File: src/hw/rtl/lsrs_pkg.sv
// ----------------------------------------------------------------------------
// lsrs_pkg: shared types and constants
// Widths and the sequencer state type for the 2x2 rational solver.
// ----------------------------------------------------------------------------
package lsrs_pkg;

  localparam int COEF_WIDTH = 16;
  localparam int NUM_WIDTH  = 2 * COEF_WIDTH + 1;
  localparam int DEN_WIDTH  = 2 * COEF_WIDTH;
  localparam int CNT_WIDTH  = $clog2(DEN_WIDTH + 1);

  typedef enum logic [3:0] {
    ST_IDLE,
    ST_MUL,
    ST_CHECK,
    ST_GCD,
    ST_DIVN,
    ST_DIVD,
    ST_NEXT,
    ST_DONE
  } state_t;

  // Command from the sequencer to the shared divide unit.
  typedef struct packed {
    logic                 start;
    logic [DEN_WIDTH-1:0] dividend;
    logic [DEN_WIDTH-1:0] divisor;
  } div_cmd_t;

  typedef struct packed {
    logic                 done;
    logic [DEN_WIDTH-1:0] quotient;
    logic [DEN_WIDTH-1:0] remainder;
  } div_rsp_t;

endpackage

File: src/hw/rtl/linear_system_2x2_rational_solver.sv
// ----------------------------------------------------------------------------
// linear_system_2x2_rational_solver: exact 2x2 solver by Cramer's rule
// Gives x and y as reduced fractions, sign on the numerator.
// ----------------------------------------------------------------------------
// Usage: the input channel carries the six coefficients of
// a1*x+b1*y=c1 and a2*x+b2*y=c2 as one transaction (in_valid/in_stall).
// The output channel carries the reduced fractions and the singular flag
// (out_valid/out_stall). The block works on one transaction at a time:
// in_stall is high from acceptance until the result has been taken.
// Flow: two products per cycle in three steps, then per component one
// setup state, a Euclidean GCD on the shared divider, two exact divides
// by the GCD and one state to store the fraction. The GCD takes k Euclid
// steps (k is at most about 46 for 32-bit magnitudes). A component with a
// zero numerator skips the divides; a singular system skips them and goes
// from the x component straight to the result. Reset (rst, synchronous)
// returns the sequencer to idle and drops out_valid. While out_stall is high
// the result is held unchanged and no new transaction is taken.
module linear_system_2x2_rational_solver (
  input  logic                                clk,
  input  logic                                rst,
  input  logic                                in_valid,
  output logic                                in_stall,
  input  logic signed [lsrs_pkg::COEF_WIDTH-1:0] coef_a1,
  input  logic signed [lsrs_pkg::COEF_WIDTH-1:0] coef_b1,
  input  logic signed [lsrs_pkg::COEF_WIDTH-1:0] const_c1,
  input  logic signed [lsrs_pkg::COEF_WIDTH-1:0] coef_a2,
  input  logic signed [lsrs_pkg::COEF_WIDTH-1:0] coef_b2,
  input  logic signed [lsrs_pkg::COEF_WIDTH-1:0] const_c2,
  output logic                                out_valid,
  input  logic                                out_stall,
  output logic signed [lsrs_pkg::NUM_WIDTH-1:0]  x_numerator,
  output logic [lsrs_pkg::DEN_WIDTH-1:0]         x_denominator,
  output logic signed [lsrs_pkg::NUM_WIDTH-1:0]  y_numerator,
  output logic [lsrs_pkg::DEN_WIDTH-1:0]         y_denominator,
  output logic                                singular
);

  localparam int CW = lsrs_pkg::COEF_WIDTH;
  localparam int NW = lsrs_pkg::NUM_WIDTH;
  localparam int DW = lsrs_pkg::DEN_WIDTH;

  lsrs_pkg::state_t state, state_next;

  // Captured coefficients.
  logic signed [CW-1:0] a1, b1, c1, a2, b2, c2;
  // Step of the product phase: one determinant (two products) per step.
  logic [1:0] mstep;
  logic signed [NW-1:0] det, xn, yn;

  // Working registers for the component in progress.
  logic          comp;      // 0 for x, 1 for y
  logic [DW-1:0] nmag, dmag, gp, gq, gval;
  logic          neg;

  lsrs_pkg::div_cmd_t cmd;
  lsrs_pkg::div_rsp_t rsp;

  lsrs_div u_div (.clk(clk), .rst(rst), .cmd(cmd), .rsp(rsp));

  // One pair of multipliers shared across the product steps.
  logic signed [CW-1:0]   m0a, m0b, m1a, m1b;
  logic signed [2*CW-1:0] p0, p1;
  logic signed [NW-1:0]   pdiff;

  always_comb begin
    unique case (mstep)
      2'd0: begin m0a = a1; m0b = b2; m1a = a2; m1b = b1; end
      2'd1: begin m0a = c1; m0b = b2; m1a = b1; m1b = c2; end
      default: begin m0a = a1; m0b = c2; m1a = c1; m1b = a2; end
    endcase
    p0    = m0a * m0b;
    p1    = m1a * m1b;
    pdiff = NW'(p0) - NW'(p1);
  end

  // Current numerator and its magnitude.
  logic signed [NW-1:0] cur_num;
  logic [NW-1:0]        num_abs, det_abs;
  assign cur_num = comp ? yn : xn;
  assign num_abs = cur_num[NW-1] ? NW'(-cur_num) : cur_num;
  assign det_abs = det[NW-1] ? NW'(-det) : det;

  always_comb begin
    state_next = state;
    cmd.start    = 1'b0;
    cmd.dividend = gp;
    cmd.divisor  = gq;
    unique case (state)
      lsrs_pkg::ST_IDLE:  if (in_valid) state_next = lsrs_pkg::ST_MUL;
      lsrs_pkg::ST_MUL:   if (mstep == 2'd2) state_next = lsrs_pkg::ST_CHECK;
      lsrs_pkg::ST_CHECK: begin
        if (det == '0 || num_abs == '0) begin
          state_next = lsrs_pkg::ST_NEXT;
        end else begin
          state_next = lsrs_pkg::ST_GCD;
          cmd.start    = 1'b1;
          cmd.dividend = num_abs[DW-1:0];
          cmd.divisor  = det_abs[DW-1:0];
        end
      end
      lsrs_pkg::ST_GCD: begin
        if (rsp.done) begin
          if (rsp.remainder == '0) begin
            state_next   = lsrs_pkg::ST_DIVN;
            cmd.start    = 1'b1;
            cmd.dividend = nmag;
            cmd.divisor  = gq;
          end else begin
            cmd.start    = 1'b1;
            cmd.dividend = gq;
            cmd.divisor  = rsp.remainder;
          end
        end
      end
      lsrs_pkg::ST_DIVN: begin
        if (rsp.done) begin
          state_next   = lsrs_pkg::ST_DIVD;
          cmd.start    = 1'b1;
          cmd.dividend = dmag;
          cmd.divisor  = gval;
        end
      end
      lsrs_pkg::ST_DIVD: if (rsp.done) state_next = lsrs_pkg::ST_NEXT;
      lsrs_pkg::ST_NEXT:
        state_next = (comp || det == '0) ? lsrs_pkg::ST_DONE : lsrs_pkg::ST_CHECK;
      lsrs_pkg::ST_DONE:  if (!out_stall) state_next = lsrs_pkg::ST_IDLE;
      default:            state_next = lsrs_pkg::ST_IDLE;
    endcase
  end

  always_ff @(posedge clk) begin
    if (rst) begin
      state <= lsrs_pkg::ST_IDLE;
    end else begin
      state <= state_next;
    end
  end

  // Divisor register of Euclid: tracks the last divisor handed to the unit.
  assign gval = gq;

  logic [NW-1:0] res_num;
  logic [DW-1:0] res_den;

  always_ff @(posedge clk) begin
    if (state == lsrs_pkg::ST_IDLE && in_valid) begin
      a1 <= coef_a1; b1 <= coef_b1; c1 <= const_c1;
      a2 <= coef_a2; b2 <= coef_b2; c2 <= const_c2;
      mstep <= 2'd0;
      comp  <= 1'b0;
    end
    if (state == lsrs_pkg::ST_MUL) begin
      unique case (mstep)
        2'd0:    det <= pdiff;
        2'd1:    xn  <= pdiff;
        default: yn  <= pdiff;
      endcase
      mstep <= mstep + 2'd1;
    end
    if (cmd.start) begin
      gp <= cmd.dividend;
      gq <= cmd.divisor;
    end
    if (state == lsrs_pkg::ST_CHECK) begin
      nmag <= num_abs[DW-1:0];
      dmag <= det_abs[DW-1:0];
      neg  <= cur_num[NW-1] ^ det[NW-1];
      res_num <= '0;
      res_den <= DW'(1);
    end
    // Exact divide results; gq holds the gcd during these divides.
    if (state == lsrs_pkg::ST_DIVN && rsp.done) begin
      res_num <= neg ? NW'(-{1'b0, rsp.quotient}) : {1'b0, rsp.quotient};
    end
    if (state == lsrs_pkg::ST_DIVD && rsp.done) begin
      res_den <= rsp.quotient;
    end
    if (state == lsrs_pkg::ST_NEXT) begin
      if (!comp) begin
        x_numerator   <= res_num;
        x_denominator <= res_den;
        comp          <= 1'b1;
      end else begin
        y_numerator   <= res_num;
        y_denominator <= res_den;
      end
      if (det == '0) begin
        x_numerator   <= '0;
        x_denominator <= DW'(1);
        y_numerator   <= '0;
        y_denominator <= DW'(1);
      end
      singular <= (det == '0);
    end
  end

  assign in_stall  = (state != lsrs_pkg::ST_IDLE);
  assign out_valid = (state == lsrs_pkg::ST_DONE);

endmodule

File: src/hw/rtl/lsrs_div.sv
// ----------------------------------------------------------------------------
// lsrs_div: shared restoring divider
// Unsigned divide, one quotient bit per cycle.
// ----------------------------------------------------------------------------
module lsrs_div (
  input  logic              clk,
  input  logic              rst,
  input  lsrs_pkg::div_cmd_t cmd,
  output lsrs_pkg::div_rsp_t rsp
);

  logic                           busy;
  logic [lsrs_pkg::CNT_WIDTH-1:0] count;
  logic [lsrs_pkg::DEN_WIDTH-1:0] quo;
  logic [lsrs_pkg::DEN_WIDTH-1:0] rem;
  logic [lsrs_pkg::DEN_WIDTH-1:0] dvs;
  logic [lsrs_pkg::DEN_WIDTH:0]   trial;
  logic [lsrs_pkg::DEN_WIDTH:0]   shifted;
  logic                           done;

  assign shifted = {rem, quo[lsrs_pkg::DEN_WIDTH-1]};
  assign trial   = shifted - {1'b0, dvs};

  always_ff @(posedge clk) begin
    if (rst) begin
      busy  <= 1'b0;
      done  <= 1'b0;
      count <= '0;
    end else begin
      done <= 1'b0;
      if (cmd.start) begin
        busy  <= 1'b1;
        count <= lsrs_pkg::CNT_WIDTH'(lsrs_pkg::DEN_WIDTH);
        quo   <= cmd.dividend;
        rem   <= '0;
        dvs   <= cmd.divisor;
      end else if (busy) begin
        if (!trial[lsrs_pkg::DEN_WIDTH]) begin
          rem <= trial[lsrs_pkg::DEN_WIDTH-1:0];
          quo <= {quo[lsrs_pkg::DEN_WIDTH-2:0], 1'b1};
        end else begin
          rem <= shifted[lsrs_pkg::DEN_WIDTH-1:0];
          quo <= {quo[lsrs_pkg::DEN_WIDTH-2:0], 1'b0};
        end
        count <= count - 1'b1;
        if (count == lsrs_pkg::CNT_WIDTH'(1)) begin
          busy <= 1'b0;
          done <= 1'b1;
        end
      end
    end
  end

  assign rsp.done      = done;
  assign rsp.quotient  = quo;
  assign rsp.remainder = rem;

endmodule
File: config.mk
export PLATFORM = sky130hd
export DESIGN_NAME = linear_system_2x2_rational_solver
export DESIGN_NICKNAME = d
export VERILOG_FILES = /design/src/hw/rtl/lsrs_pkg.sv /design/src/hw/rtl/linear_system_2x2_rational_solver.sv /design/src/hw/rtl/lsrs_div.sv
export SDC_FILE = /design/constraint.sdc
export NUM_CORES = 2
export LEC_CHECK = 0
export ABC_AREA = 1
export BUFFER_PORTS_ARGS = -buffer_cell sky130_fd_sc_hd__buf_4
export CAP_MARGIN = 40
export CORE_UTILIZATION = 35
export DETAILED_ROUTE_END_ITERATION = 8
export HOLD_SLACK_MARGIN = 0.05
export PLACE_DENSITY = 0.49
export SLEW_MARGIN = 20
export SYNTH_ARGS = -nofsm -noshare
export SYNTH_HDL_FRONTEND = slang
export SYNTH_SLANG_ARGS = --single-unit
File: constraint.sdc
create_clock -name clk -period 11 [get_ports clk]
set_clock_uncertainty 0.15 [all_clocks]
set_input_delay 0.55 -clock clk [delete_from_list [all_inputs] [get_ports clk]]
set_output_delay 0.55 -clock clk [all_outputs]
set_load 0.005 [all_outputs]
==> impl_metrics.yaml <==
finish:
  drive_above_1_share_pct: 10.40
  fillers: 14300
  diodes: 0
  num-nets-final: 6656
  area_growth_pct: 15.69
timing:
  setup_violations: 0
  whs_ns: 0.2537
  relSlewSlack_pct: 38.35
  fmax_mhz: 100.3
  min_period_ns: 9.972
  timing.final.max_slew_violations: 0
  fin_ws_ns: 1.028
  rsz0062_at_grt: "false"
  tns_ns: 0
  fin_crit_sh_pct: 90.65
  hold_violations: 0
  worst_pin_slew_ns: 0.9151
routing:
  viasPerCell: 4.856
  wl_per_cell_um: 20.46
  finalWirelength_mm: 158.1
  drtIter0Drc: 2597
  drc: 22
  ant_nets: 0
  drtPass1Iterations: 8
  num_vias: 37531
run_status:
  outcome: "finished with violations"
  failed_checks: "design-rule violations"
clock_tree:
  cts_buffer_depth: 3
  cts_resized: 0
  postCtsHoldBufs: 97
  cts_buffers: 75
  cts_root_buf: "clkbuf_16"
  htreeDepth: 3
  post_cts.repair.setup_buffers: 0
  clk_pin_slew_worst_paths_ns: 0.06
  worstSkewPairLatency_ns: 0.70
  cts_sinks: 630
  tritoncts: "yes"
global_route:
  grt_overflow: 0
  busiest_layer: "met2"
  first_global_vias: 38917
  met1_usage_pct: 27.46
  grt_max_degree: 68
  met3_usage_pct: 2.652
  grt_pass1_wl_mm: 240.9
  grt_antenna_before_repair: 2
  grtUsageMet2_pct: 37.86
  grt_usage_pct: 21.68
synth:
  yosysUniqueCellTypes: 58
  ys_warn_count: 0
  syn_avg_cell_area_um2: 9.400
  netlist_instances: 5424
  syn_area_um2: 50990
  ys.flop_type: "edfxtp_1"
  ys_ff_latch: 630
  ys_seq_area_share_pct: 36.87
  synth.net_count: 6316
  synth_edf_count: 618
  async_flop_share_pct: 0
floorplanning:
  coreArea_um2: 144000
  dieArea_um2: 147200
  start_util_pct: 35.41
  ios: 233
  die_x_um: 383.7
  die_height_um: 383.7
  rows: 139
setup_path:
  rr_endpoint: "det[25]"
  reg2reg_setup_slack_ns: 1.03
  cp.arrival_ns: 10.22
  cpMaxStageDelayCell: "ha_1"
  timing.rr.start: "mstep[0]"
  cp-start-kind: "flip-flop"
  worstPathRequired_ns: 11.24
  reg2reg_depth: 37
  endpoint_kind: "flip-flop"
  path_delay_family: "adder cells"
  cpPeakStageDelay_ns: 0.66
  cp_max_fo: 23
  critPathBufInv: 10
  crit_type: "flip-flop to flip-flop"
placement:
  dp_slack_ns: 1.107
  io_buffers: 232
  place_hpwl_mm: 125.6
  gp_congestion: 0.9043
job:
  max_cap_viol_count: 0
worst_hold_path:
  worstHoldPathCells: 5
  holdCritStartpoint: "out_stall"
  hold_class: "input port to flip-flop"
  hold_end: "state[0]"
==> area by class of cell <==
class / instances / area [um^2] / area share, %
clock buffer: 92 / 1972 / 3.343
timing repair buffer: 449 / 3724 / 6.312
sequential: 630 / 18800 / 31.87
multi-input combinational: 3449 / 27090 / 45.92
tap: 1903 / 2381 / 4.036
clock inverter: 46 / 663.1 / 1.124
inverter: 1159 / 4360 / 7.392
==> metal layers <==
layer | part of all wire [%] | routed length, um | vias to the layer above
li1 | - | - | 17740
met3 | 4.9 | 7684 | 220
met5 | 0 | 0 | -
met2 | 49 | 78220 | 1098
met4 | 3.7 | 5916 | 0
met1 | 42 | 66280 | 18473
==> cells by family after synthesis <==
logic type / synth area share [%]
AOI/OAI and AO/OA: 7.234
DFF: 36.87
and+or+nand+nor: 15.51
muxes: 0.01963
xor gates and xnor gates: 2.010
adders and majority gates: 28.14
buffers and inverters: 10.23
==> flip-flops by register name (all words and copies together), names as in the netlist, 32 cells and up <==
register and count:
gq 32, y_denominator 32, xn 33, res_num 33, nmag 32, u_div.dvs 32, yn 33, u_div.rem 32
y_numerator 33, x_denominator 32, x_numerator 33, det 33, u_div.quo 32, dmag 32, gp 32, res_den 32
==> how the worst max path moves through the flow <==
stage,startpoint,end,slack [ns],cells past startpoint
2_1_floorplan,mstep[0],det[32],2.30,28
3_3_place_gp,mstep[0],det[27],0.23,36
3_5_place_dp,mstep[0],det[27],1.11,38
4_1_cts,mstep[0],det[25],1.10,37
5_1_grt,mstep[0],det[25],0.60,37
6_report,mstep[0],det[25],1.03,37
==> cell usage in the layout (no fill, tap or decap), types with 8 or more instances in the layout <==
master,instances
a21oi_1,161
a21oi_2,28
a22oi_1,32
a31oi_1,15
buf_4,343
bufinv_16,11
clkbuf_1,15
clkbuf_16,76
clkinv_1,20
clkinv_2,12
dfxtp_1,11
dlygate4sd3_1,97
edfxtp_1,618
fa_1,591
ha_1,201
inv_1,1133
inv_2,11
nand2_1,1083
nand2_2,10
nand3_1,120
nand3b_1,9
nand4_1,48
nor2_1,513
nor2_2,11
nor2_4,8
nor3_1,49
nor4_1,18
o2111ai_1,31
o211ai_1,70
o21a_1,8
o21ai_0,179
o21ai_1,26
o21bai_1,8
o221ai_1,13
o22ai_1,9
or2_2,54
xnor2_1,40
xor2_1,77
==> Yosys cell counts (all sizes together), types with 4 or more instances <==
| cell type | count | area share [%] |
|---|---|---|
| inv | 1147 | 8.5 |
| nand2 | 1095 | 8.1 |
| edfxtp | 618 | 36 |
| fa | 591 | 23 |
| nor2 | 532 | 4.0 |
| o21ai | 207 | 2.0 |
| ha | 201 | 4.9 |
| a21oi | 191 | 2.1 |
| clkbuf | 140 | 1.0 |
| nand3 | 122 | 1.2 |
| xor2 | 77 | 1.3 |
| o211ai | 70 | 1.0 |
| or2 | 55 | 0.67 |
| nor3 | 51 | 0.52 |
| nand4 | 49 | 0.61 |
| buf | 46 | 0.65 |
| xnor2 | 40 | 0.69 |
| a22oi | 32 | 0.47 |
| o2111ai | 31 | 0.53 |
| nor4 | 18 | 0.22 |
| a31oi | 15 | 0.18 |
| o221ai | 13 | 0.22 |
| clkinv | 12 | 0.088 |
| dfxtp | 12 | 0.47 |
| nand3b | 9 | 0.13 |
| o21bai | 9 | 0.13 |
| o22ai | 9 | 0.11 |
| o21a | 8 | 0.12 |
| a21o | 4 | 0.059 |
==> per-stage QoR <==
stage                     instance area, um^2  utilization [%]  cells
after floorplan                         50990                -   5424
after global placement                  55130            38.28   7475
after detailed placement                55370            38.45   7492
after CTS                               58970            40.95   7727
after global routing                    58990            40.96   7728
final                                   58990            40.96   7728
==> tightest hold or removal path, stage by stage <==
cell and delay, ns:
buf_4 0.07, nor3b_1 0.16, nor2_1 0.11, nand2_1 0.07
a21oi_1 0.06
Power is left out: the tool's default activity adds up to more than one toggle a clock period on the data nets, which glitch-free logic cannot reach.
